**config.mk**
```make
export PLATFORM = sky130hd
export DESIGN_NAME = char_code_to_alt_keystrokes
export DESIGN_NICKNAME = d
export VERILOG_FILES = /design/src/sv/cc2ak_pkg.sv /design/src/sv/cc2ak_dec_unit.sv /design/src/sv/char_code_to_alt_keystrokes.sv
export SDC_FILE = /design/constraint.sdc
export NUM_CORES = 1
export LEC_CHECK = 0
export BUFFER_PORTS_ARGS = -buffer_cell sky130_fd_sc_hd__buf_2
export CORE_MARGIN = 2
export CORE_UTILIZATION = 49
export CTS_CLUSTER_DIAMETER = 40
export DETAILED_ROUTE_END_ITERATION = 12
export PLACE_DENSITY = 0.67
export SYNTH_ARGS = -nofsm -noshare
export SYNTH_HDL_FRONTEND = slang
export SYNTH_HIERARCHICAL = 1
export SYNTH_SLANG_ARGS = --single-unit
export TNS_END_PERCENT = 30
```
**constraint.sdc**
```tcl
create_clock -name clk_i -period 6.7 [get_ports clk_i]
set_clock_uncertainty 0.1 [all_clocks]
set_input_delay 1.005 -clock clk_i [delete_from_list [all_inputs] [get_ports clk_i]]
set_output_delay 1.005 -clock clk_i [all_outputs]
set_load 0.02 [all_outputs]
```
**src/sv/cc2ak_pkg.sv**
```systemverilog
// Package for char_code_to_alt_keystrokes: report constants, digit-unit
// control and status structs, power-of-ten table. No dependencies.
`default_nettype none

package cc2ak_pkg;

  localparam int unsigned CodeW   = 16;
  localparam int unsigned ByteW   = 8;
  localparam int unsigned DigitW  = 4;
  localparam int unsigned NumDig  = 5;
  localparam int unsigned PowIdxW = 3;

  localparam logic [ByteW-1:0] ModNone  = 8'h00;
  localparam logic [ByteW-1:0] ModShift = 8'h20;
  localparam logic [ByteW-1:0] ModAlt   = 8'h40;
  localparam logic [ByteW-1:0] KeyNone  = 8'd0;
  localparam logic [ByteW-1:0] KeyPad0  = 8'd98;
  localparam logic [ByteW-1:0] KeyBase  = 8'd88;
  localparam logic [ByteW-1:0] ScMask   = 8'b0111_1111;

  typedef struct packed {
    logic load;      // take a new code, start at the top power
    logic step;      // subtract current power if it fits
    logic next_pow;  // move to the next lower power, clear digit
  } dec_ctrl_t;

  typedef struct packed {
    logic                ge;        // remainder >= current power
    logic                last_pow;  // working on the units digit
    logic [DigitW-1:0]   digit;
  } dec_stat_t;

  function automatic logic [CodeW-1:0] pow10(input logic [PowIdxW-1:0] idx);
    logic [CodeW-1:0] p;
    case (idx)
      3'd0:    p = 16'd10000;
      3'd1:    p = 16'd1000;
      3'd2:    p = 16'd100;
      3'd3:    p = 16'd10;
      3'd4:    p = 16'd1;
      default: p = 16'd1;
    endcase
    return p;
  endfunction

endpackage

`default_nettype wire

```
**src/sv/cc2ak_dec_unit.sv**
```systemverilog
// Decimal digit unit: one compare/subtract per stepped cycle against a power of ten.
// Depends on cc2ak_pkg.
`default_nettype none

module cc2ak_dec_unit (
  input  wire                        clk_i,
  input  wire                        rst_ni,
  input  wire cc2ak_pkg::dec_ctrl_t  ctrl_i,
  input  wire [cc2ak_pkg::CodeW-1:0] code_i,
  output cc2ak_pkg::dec_stat_t       stat_o
);
  import cc2ak_pkg::*;

  logic [CodeW-1:0]   rem_q, rem_d;
  logic [PowIdxW-1:0] pow_idx_q, pow_idx_d;
  logic [DigitW-1:0]  digit_q, digit_d;
  logic [CodeW-1:0]   pow;
  logic               ge;

  assign pow = pow10(pow_idx_q);
  assign ge  = (rem_q >= pow);

  always_comb begin
    rem_d     = rem_q;
    pow_idx_d = pow_idx_q;
    digit_d   = digit_q;
    if (ctrl_i.load) begin
      rem_d     = code_i;
      pow_idx_d = '0;
      digit_d   = '0;
    end else if (ctrl_i.step) begin
      if (ge) begin
        rem_d   = rem_q - pow;
        digit_d = digit_q + 4'd1;
      end
    end else if (ctrl_i.next_pow) begin
      pow_idx_d = pow_idx_q + 3'd1;
      digit_d   = '0;
    end
  end

  always_ff @(posedge clk_i or negedge rst_ni) begin
    if (!rst_ni) begin
      pow_idx_q <= '0;
      digit_q   <= '0;
    end else begin
      pow_idx_q <= pow_idx_d;
      digit_q   <= digit_d;
    end
  end

  always_ff @(posedge clk_i) begin
    rem_q <= rem_d;
  end

  assign stat_o.ge       = ge;
  assign stat_o.last_pow = (pow_idx_q == PowIdxW'(NumDig - 1));
  assign stat_o.digit    = digit_q;

endmodule

`default_nettype wire

```
**src/sv/char_code_to_alt_keystrokes.sv**
```systemverilog
// Top level: character code in, keyboard reports out, via a small sequencer.
// Depends on cc2ak_pkg and cc2ak_dec_unit.
//
// One 16-bit code per request; the block is busy until its last report has
// been loaded into the output register. High byte zero: a nonzero low byte
// gives a press and a release report, a zero code gives nothing and the
// block is ready again the next cycle. Otherwise an Alt-numpad run of 12
// reports: Alt down, press/release per decimal digit (most significant
// first), Alt up. Digits come from one shared compare/subtract unit stepping
// down 10000..1, one subtraction per cycle plus one failing compare per
// digit; the run also waits on any output stall.
`default_nettype none

module char_code_to_alt_keystrokes (
  input  wire         clk_i,
  input  wire         rst_ni,
  input  wire         s_axis_tvalid_i,
  output logic        s_axis_tready_o,
  input  wire  [15:0] s_axis_tdata_i,   // [15:0] char_code
  output logic        m_axis_tvalid_o,
  input  wire         m_axis_tready_i,
  output logic [15:0] m_axis_tdata_o,   // [7:0] modifier, [15:8] keycode
  output logic        m_axis_tlast_o    // last
);
  import cc2ak_pkg::*;

  localparam logic [2:0] S_IDLE     = 3'd0;
  localparam logic [2:0] S_SC_PRESS = 3'd1;
  localparam logic [2:0] S_SC_REL   = 3'd2;
  localparam logic [2:0] S_ALT_DN   = 3'd3;
  localparam logic [2:0] S_DIG      = 3'd4;
  localparam logic [2:0] S_PRESS    = 3'd5;
  localparam logic [2:0] S_REL      = 3'd6;
  localparam logic [2:0] S_ALT_UP   = 3'd7;

  logic [2:0]       state_q, state_d;
  logic [ByteW-1:0] lo_q, lo_d;
  logic             ovalid_q, ovalid_d;
  logic [ByteW-1:0] mod_q, mod_d, key_q, key_d;
  logic             last_q, last_d;

  dec_ctrl_t dctrl;
  dec_stat_t dstat;

  logic             accept;
  logic             emit_ok;
  logic             emit;
  logic [ByteW-1:0] emit_mod, emit_key;
  logic             emit_last;
  logic [ByteW-1:0] pad_key;

  cc2ak_dec_unit u_dec (
    .clk_i  (clk_i),
    .rst_ni (rst_ni),
    .ctrl_i (dctrl),
    .code_i (s_axis_tdata_i),
    .stat_o (dstat)
  );

  assign s_axis_tready_o = (state_q == S_IDLE);
  assign accept          = s_axis_tvalid_i && s_axis_tready_o;
  assign emit_ok         = !ovalid_q || m_axis_tready_i;
  assign pad_key = (dstat.digit == '0) ? KeyPad0 : (KeyBase + ByteW'(dstat.digit));

  always_comb begin
    state_d   = state_q;
    lo_d      = lo_q;
    dctrl     = '0;
    emit      = 1'b0;
    emit_mod  = ModNone;
    emit_key  = KeyNone;
    emit_last = 1'b0;
    case (state_q)
      S_IDLE: begin
        if (accept) begin
          lo_d = s_axis_tdata_i[ByteW-1:0];
          if (s_axis_tdata_i[CodeW-1:ByteW] != '0) begin
            dctrl.load = 1'b1;
            state_d    = S_ALT_DN;
          end else if (s_axis_tdata_i[ByteW-1:0] != '0) begin
            state_d = S_SC_PRESS;
          end
        end
      end
      S_SC_PRESS: begin
        emit     = emit_ok;
        emit_mod = lo_q[ByteW-1] ? ModShift : ModNone;
        emit_key = lo_q & ScMask;
        if (emit_ok) state_d = S_SC_REL;
      end
      S_SC_REL: begin
        emit      = emit_ok;
        emit_last = 1'b1;
        if (emit_ok) state_d = S_IDLE;
      end
      S_ALT_DN: begin
        emit     = emit_ok;
        emit_mod = ModAlt;
        if (emit_ok) state_d = S_DIG;
      end
      S_DIG: begin
        if (dstat.ge) dctrl.step = 1'b1;
        else          state_d    = S_PRESS;
      end
      S_PRESS: begin
        emit     = emit_ok;
        emit_mod = ModAlt;
        emit_key = pad_key;
        if (emit_ok) state_d = S_REL;
      end
      S_REL: begin
        emit     = emit_ok;
        emit_mod = ModAlt;
        if (emit_ok) begin
          if (dstat.last_pow) begin
            state_d = S_ALT_UP;
          end else begin
            dctrl.next_pow = 1'b1;
            state_d        = S_DIG;
          end
        end
      end
      S_ALT_UP: begin
        emit      = emit_ok;
        emit_last = 1'b1;
        if (emit_ok) state_d = S_IDLE;
      end
      default: state_d = S_IDLE;
    endcase
  end

  always_comb begin
    ovalid_d = ovalid_q;
    mod_d    = mod_q;
    key_d    = key_q;
    last_d   = last_q;
    if (emit) begin
      ovalid_d = 1'b1;
      mod_d    = emit_mod;
      key_d    = emit_key;
      last_d   = emit_last;
    end else if (m_axis_tready_i) begin
      ovalid_d = 1'b0;
    end
  end

  always_ff @(posedge clk_i or negedge rst_ni) begin
    if (!rst_ni) begin
      state_q  <= S_IDLE;
      ovalid_q <= 1'b0;
    end else begin
      state_q  <= state_d;
      ovalid_q <= ovalid_d;
    end
  end

  always_ff @(posedge clk_i) begin
    lo_q   <= lo_d;
    mod_q  <= mod_d;
    key_q  <= key_d;
    last_q <= last_d;
  end

  assign m_axis_tvalid_o = ovalid_q;
  assign m_axis_tdata_o  = {key_q, mod_q};
  assign m_axis_tlast_o  = last_q;

endmodule

`default_nettype wire

```
==> metrics.md, run 1 <==
| Metric | Value |
|---|---|
| Endpoints failing setup | `0` |
| Core ar. | `5991 um2` |
| Fin. Hold Viols | `0` |
| DR WL/cell | `16.24 um` |
| # H-tree levels | `2` |
| Vias | `2404` |
| DRT Wirelength | `6.723 mm` |
| Crit share post-route | `59.38%` |
| RSZ-0062 raised after global routing | `no` |
| Sequential-to-total area share from yosys stat | `42.03%` |
| Fmax | `0.2513 GHz` |
| Hpwl dp | `5.024 mm` |
| Die Y | `83.34 um` |
| DR vias/cell | `5.807` |
| Reg2reg path depth | `14` |
| Diode count | `0` |
| Number of global-route vias before repair | `2343` |
| P&R area growth vs syn | `8.803%` |
| Slew headroom | `47.60%` |
| Netlist Area Pre-Place | `3084 um2` |
| CP Capture Type | `flop` |
| Drt first-iter violations | `133` |
| Clock transition at path regs | `0.09 ns` |
| Clk_lat worst skew | `0.30 ns` |
| # DRC | `0` |
| Starting Density | `51.48%` |
| Share of the synthesized area in the top cell type | `33.10%` |
| Placement Rows | `28` |
| Slew Limit Fails | `0` |
| Number of top-level pins | `39` |
| Crit-path max FO | `16` |
| Area leader, netlist | `edfxtp_1` |
| First-pass GRT wire length | `11.50 mm` |
| Hold Crit Class | `flop to flop` |
| Antenna violations before repair | `0` |
| Yosys reg bits | `45` |
| R2R setup slack | `2.72 ns` |
| Avg Inst Size Synth | `9.885 um2` |
| CTS Buf Count | `5` |
| Element type at the critical path start | `flop` |
| CTS tree | `yes` |
| Grt ovf | `0` |
| R2r startpoint | `u_dec/pow_idx_q[1]` |
| Hold path endpoint | `key_q[6]` |
| Largest net degree at the start of global routing | `35` |
| Finished Layout Cells | `414` |
| Most common cell after layout, fill and taps aside | `edfxtp_1` |
| CTS root buf | `clkbuf_8` |
| Port Buf Inserts | `31` |
| Placer congestion estimate | `0.9058` |
| Min Hold Slack | `0.4737 ns` |
| Post_cts resized | `0` |
| Clk buf depth | `2` |
| Nets | `376` |
| Final Critical Period | `3.979 ns` |
| Die Width | `83.34 um` |
| Synthesis Warnings | `6` |
| Post-cts hold buffer count | `0` |
| Clock Sinks | `45` |
| DIE AREA | `6945 um2` |
| Hold_sp | `lo_q[6]` |
| Number of synthesized flops with an enable pin | `34` |
| Antenna viol nets, final | `0` |
| Asr flop ratio synth | `24.44%` |
| Postcts setup bufs | `0` |
| Crit path required time | `6.54 ns` |
| Worst Path Arrival | `3.81 ns` |
| RR Endpoint | `u_dec/rem_q[3]` |
| Global-route usage over all layers | `20.61%` |
| Final setup TNS | `0 ns` |
| Share of layout cells above drive strength 1 | `17.99%` |
| Placed cells | `406` |
| Most frequent cells in the layout | `34 x edfxtp_1, 31 x nand2_1, 31 x buf_2, 23 x nor2_1, 18 x o21ai_0` |
| Main synth FF type | `edfxtp_1` |
| Slew @ Worst Pin | `0.7831 ns` |
| Synth cell types | `65` |
| Status | `finished clean` |
| Synth top area cells | `edfxtp_1 33%, dfrtp_1 8.9%, ha_1 6.9%` |
| Critical path class | `flop to flop` |
| Syn Inst Count | `312` |
| Hold Path Cell Cnt | `2` |
| DR pass1 iterations | `5` |
| Max cap viols | `0` |
## cells in the mapped netlist, drive strengths merged, types with 7 or more instances
master and n:
a211oi 9, a21oi 11, buf 12, clkbuf 7
dfrtp 11, edfxtp 34, ha 17, inv 13
nand2 31, nand3 8, nand4 11, nor2 24
nor3 9, o21ai 22
## cell families after synthesis
family	share of synthesized area, %
and+or+nand+nor	21.83
muxes	1.663
DFF	42.03
AOI/OAI and AO/OA	17.04
adders and majority gates	7.546
buffers and inverters	6.653
other	0.1216
xor gates and xnor gates	3.124
## worst max path at each step
| stage | depth (start not counted) | startpoint | endpoint |
|---|---|---|---|
| 5_1_grt | 14 | u_dec/pow_idx_q[1] | u_dec/rem_q[8] |
| 3_5_place_dp | 14 | u_dec/pow_idx_q[2] | u_dec/rem_q[13] |
| 2_1_floorplan | 15 | u_dec/pow_idx_q[1] | u_dec/rem_q[0] |
| 6_report | 14 | u_dec/pow_idx_q[1] | u_dec/rem_q[3] |
| 4_1_cts | 14 | u_dec/pow_idx_q[2] | u_dec/rem_q[8] |
| 3_3_place_gp | 14 | u_dec/pow_idx_q[1] | u_dec/rem_q[2] |
## per-stage QoR
stage	util (%)	area [um2]	worst slack, ns
CTS	56.02	3356	2.705
global placement	53.72	3218	2.820
floorplan	-	3107	3.066
finish	56.02	3356	2.721
detailed placement	53.72	3218	2.714
global route	56.02	3356	2.441
## critical path: stages, from the launching register on
cell	delay [ns]
dfrtp_1	0.40
inv_1	0.10
ha_1	0.24
nor3_1	0.10
o211ai_1	0.29
inv_1	0.10
fa_1	0.40
nor2b_1	0.18
o31ai_2	0.11
a21o_2	0.24
a211oi_2	0.28
nor2_4	0.07
inv_2	0.07
and4bb_4	0.34
a21o_1	0.59
## layer usage
metal | up-vias | wire length [um] | GRT usage, %
met5 | - | 0 | 0
met4 | 0 | 85 | 5.663
met3 | 6 | 395 | 4.374
met2 | 80 | 3336 | 34.97
met1 | 1118 | 2906 | 26.65
li1 | 1200 | - | -
## cell type report
type | count | area, um2
Clock buffer | 5 | 68.82
Clock inverter | 3 | 68.82
Fill cell | 513 | 2635
Inverter | 15 | 56.30
Multi-Input combinational cell | 239 | 1609
Sequential cell | 45 | 1296
Tap cell | 75 | 93.84
Timing Repair Buffer | 32 | 162.7
## state kept, by name (all words and copies together) (netlist names)
signal	flops
m_axis_tvalid_o	1
u_dec/pow_idx_q	3
m_axis_tlast_o	1
key_q	7
u_dec/digit_q	4
lo_q	8
state_q	3
u_dec/rem_q	16
mod_q	2
Power of run 1 is not shown: default switching activity piles up to over one toggle a cycle in this logic, so the estimate is an artifact.
==> run 2: changes to the inputs <==
--- a/config.mk
+++ b/config.mk
@@ -5,6 +5,7 @@
 export SDC_FILE = /design/constraint.sdc
 export NUM_CORES = 1
 export LEC_CHECK = 0
+export ABC_AREA = 1
 export BUFFER_PORTS_ARGS = -buffer_cell sky130_fd_sc_hd__buf_2
 export CORE_MARGIN = 2
 export CORE_UTILIZATION = 49
==> constraint.sdc (replaced) <==
create_clock -name clk_i -period 4.1 [get_ports clk_i]
set_clock_uncertainty 0.1 [all_clocks]
set_input_delay 0.615 -clock clk_i [delete_from_list [all_inputs] [get_ports clk_i]]
set_output_delay 0.615 -clock clk_i [all_outputs]
set_load 0.02 [all_outputs]
==> run 2 against run 1 <==
First-iteration DRC count is 23% higher. Die area is 0.16% lower. Sequential cell count stayed put. Global-route usage is 1.0 points higher. Design area is 1.2% higher. Largest cell class unchanged. Non-clock buffer count is 2 higher. Utilization is 0.65 points higher. Synthesized area is 0.16% lower. Critical path depth is 5 higher. Sequential share of layout area is 0.44 points lower. Final cell count is 22% higher. Hold slack worse by 0.41 ns.
==> metrics.md, run 2 <==
| Metric | Value |
|---|---|
| Core ar. | `5991 um2 (unchanged)` |
| Setup ws final | `0.6471 ns (was 2.721 ns)` |
| Most common cell after layout, fill and taps aside | `nand2_1 (was edfxtp_1)` |
| CP Capture Type | `flop (unchanged)` |
| Vias | `2603 (was 2404)` |
| CTS Buf Count | `5 (unchanged)` |
| Max FFs per register | `16 (unchanged)` |
| Placer congestion estimate | `0.8480 (was 0.9058)` |
| Number of synthesized flops with an enable pin | `34 (unchanged)` |
| Die Width | `83.27 um (was 83.34 um)` |
| Fmax | `0.2896 GHz (was 0.2513 GHz)` |
| Placement Rows | `28 (unchanged)` |
| Global-route usage over all layers | `21.61% (was 20.61%)` |
| Clk buf depth | `2 (unchanged)` |
| CTS root buf | `clkbuf_8 (unchanged)` |
| Antenna violations before repair | `0 (unchanged)` |
| Number of top-level pins | `39 (unchanged)` |
| First-pass GRT wire length | `12.12 mm (was 11.50 mm)` |
| Status | `finished clean (unchanged)` |
| Diode count | `0 (unchanged)` |
| RR Endpoint | `u_dec/digit_q[3] (was u_dec/rem_q[3])` |
| Clock transition at path regs | `0.10 ns (was 0.09 ns)` |
| Element type at the critical path start | `flop (unchanged)` |
| Drt first-iter violations | `164 (was 133)` |
| Dpl ws | `0.6602 ns (was 2.714 ns)` |
| DR pass1 iterations | `4 (was 5)` |
| Synth top area cells | `edfxtp_1 33%, nand2_1 13%, dfrtp_1 8.9% (was edfxtp_1 33%, dfrtp_1 8.9%, ha_1 6.9%)` |
| Slew @ Worst Pin | `0.6009 ns (was 0.7831 ns)` |
| Most frequent cells in the layout | `110 x nand2_1, 50 x inv_1, 37 x nor2_1, 34 x edfxtp_1, 31 x buf_2 (was 34 x edfxtp_1, 31 x nand2_1, 31 x buf_2, 23 x nor2_1, 18 x o21ai_0)` |
| Top Registers | `u_dec/rem_q: 16 flops, lo_q: 8 flops, key_q: 7 flops (unchanged)` |
| Avg Inst Size Synth | `7.815 um2 (was 9.885 um2)` |
| Reg2reg path depth | `19 (was 14)` |
| Post-synth top cells | `110 x nand2_1, 50 x inv_1, 37 x nor2_1, 34 x edfxtp_1, 30 x nand3_1 (was 34 x edfxtp_1, 31 x nand2_1, 23 x nor2_1, 18 x o21ai_0, 17 x ha_1)` |
| Share of the synthesized area in the top cell type | `33.16% (was 33.10%)` |
| Yosys reg bits | `45 (unchanged)` |
| Post_cts resized | `0 (unchanged)` |
| Slew headroom | `59.90% (was 47.60%)` |
| Area leader, netlist | `edfxtp_1 (unchanged)` |
| Hold Crit Class | `input pin to async pin (was flop to flop)` |
| R2R setup slack | `0.65 ns (was 2.72 ns)` |
| Final setup TNS | `0 ns (unchanged)` |
| Largest Register | `u_dec/rem_q (unchanged)` |
| Netlist Area Pre-Place | `3079 um2 (was 3084 um2)` |
| Port Buf Inserts | `31 (unchanged)` |
| Critical path class | `flop to flop (unchanged)` |
| Sequential-to-total area share from yosys stat | `42.10% (was 42.03%)` |
| Clk_lat worst skew | `0.30 ns (about the same)` |
| Worst Path Arrival | `3.60 ns (was 3.81 ns)` |
| RSZ-0062 raised after global routing | `no (unchanged)` |
| Die Y | `83.27 um (was 83.34 um)` |
| R2r startpoint | `u_dec/pow_idx_q[2] (was u_dec/pow_idx_q[1])` |
| Slew Limit Fails | `0 (unchanged)` |
| Hpwl dp | `5.581 mm (was 5.024 mm)` |
| Grt ovf | `0 (unchanged)` |
| # H-tree levels | `2 (unchanged)` |
| Min Hold Slack | `0.06237 ns (was 0.4737 ns)` |
| Count leader, synth | `nand2_1 (was edfxtp_1)` |
| P&R area growth vs syn | `10.24% (was 8.803%)` |
| Synth cell types | `36 (was 65)` |
| DRT Wirelength | `7.090 mm (was 6.723 mm)` |
| Number of global-route vias before repair | `2572 (was 2343)` |
| # DRC | `0 (unchanged)` |
| Share of layout cells above drive strength 1 | `16.71% (was 17.99%)` |
| Starting Density | `51.40% (was 51.48%)` |
| Crit path required time | `4.25 ns (was 6.54 ns)` |
| Core Util, Final | `56.66% (was 56.02%)` |
| Nets | `468 (was 376)` |
| Crit-path max FO | `8 (was 16)` |
| Postcts setup bufs | `0 (unchanged)` |
| Max cap viols | `0 (unchanged)` |
| Post-cts hold buffer count | `0 (unchanged)` |
| DIE AREA | `6934 um2 (was 6945 um2)` |
| Endpoints failing setup | `0 (unchanged)` |
| Syn Inst Count | `394 (was 312)` |
| Final Critical Period | `3.453 ns (was 3.979 ns)` |
| Main synth FF type | `edfxtp_1 (unchanged)` |
| Crit share post-route | `84.22% (was 59.38%)` |
| Largest net degree at the start of global routing | `23 (was 35)` |
| Synthesis Warnings | `6 (unchanged)` |
| Antenna viol nets, final | `0 (unchanged)` |
| Fin. Hold Viols | `0 (unchanged)` |
| Clock Sinks | `45 (unchanged)` |
| DR WL/cell | `14.01 um (was 16.24 um)` |
| CTS tree | `yes (unchanged)` |
| DR vias/cell | `5.144 (was 5.807)` |
| Asr flop ratio synth | `24.44% (unchanged)` |
[run 2: cell types whose count changed after synthesis, sizes merged, moves of 5 or more]
cell    delta
a211oi     -7
a21o       -5
a21oi      +6
clkbuf     -5
inv       +42
nand2     +88
nand2b     -5
nand3     +24
nand4      -7
nor2      +20
nor3       -5
o211ai     -6
or3        -6
xnor2      -6
[run 2: cell type report]
type	instances	area, um2
Fill cell	588	2596
Sequential cell	45	1296
Multi-Input combinational cell	288	1523
Timing Repair Buffer	34	177.7
Clock buffer	5	68.82
Inverter	56	210.2
Clock inverter	3	25.02
Tap cell	75	93.84
[run 2: metal layers]
metal	share of wire, %	vias to the layer above	track usage, %
li1	-	1341	-
met1	50	1196	30.43
met2	44	56	34.68
met3	4.1	10	3.280
met4	1.8	0	6.110
met5	0	-	0
[run 2: per-stage QoR]
| step | instance area [um2] | std cells |
|---|---|---|
| 4_1_cts | 3395 | 506 |
| 2_1_floorplan | 3102 | 400 |
| 3_3_place_gp | 3301 | 498 |
| 6_report | 3395 | 506 |
| 3_5_place_dp | 3301 | 498 |
| 5_1_grt | 3395 | 506 |
[run 2: kinds of logic (layout without fill, tap and decap cells)]
logic type      count (synthesis)  count (layout)  share of synthesized area [%]
buf+inv                        67              98                          9.183
xor+xnor                        2               2                         0.5690
fa+ha+maj                      18              18                          7.558
simple gates                  211             211                          30.88
other cells                     1               7                         0.1218
flops                          45              45                          42.10
compound gates                 50              50                          9.590
[run 2: worst max path at each step]
stage / from / to / depth (start not counted)
2_1_floorplan: u_dec/pow_idx_q[2] / u_dec/rem_q[0] / 16
3_3_place_gp: u_dec/pow_idx_q[2] / u_dec/digit_q[3] / 19
3_5_place_dp: u_dec/pow_idx_q[2] / u_dec/digit_q[3] / 19
4_1_cts: u_dec/pow_idx_q[2] / u_dec/digit_q[3] / 19
5_1_grt: u_dec/pow_idx_q[0] / u_dec/digit_q[3] / 19
6_report: u_dec/pow_idx_q[2] / u_dec/digit_q[3] / 19
[run 2: worst max-delay path: stages (launching register included)]
cell and delay (ns):
dfrtp_1 0.42, inv_2 0.15, ha_1 0.30, a21oi_4 0.06, nand3_2 0.11, inv_1 0.06
fa_1 0.41, o21ai_0 0.27, nand2_1 0.08, nand2_1 0.14, nand3_1 0.11, nand3_1 0.19
nand2_2 0.10, nor2_4 0.17, inv_1 0.08, nor2_1 0.20, nand4_1 0.17, nand2_1 0.15
nand2_1 0.07, nand2_1 0.06
Power of run 2 is left out for the same reason.
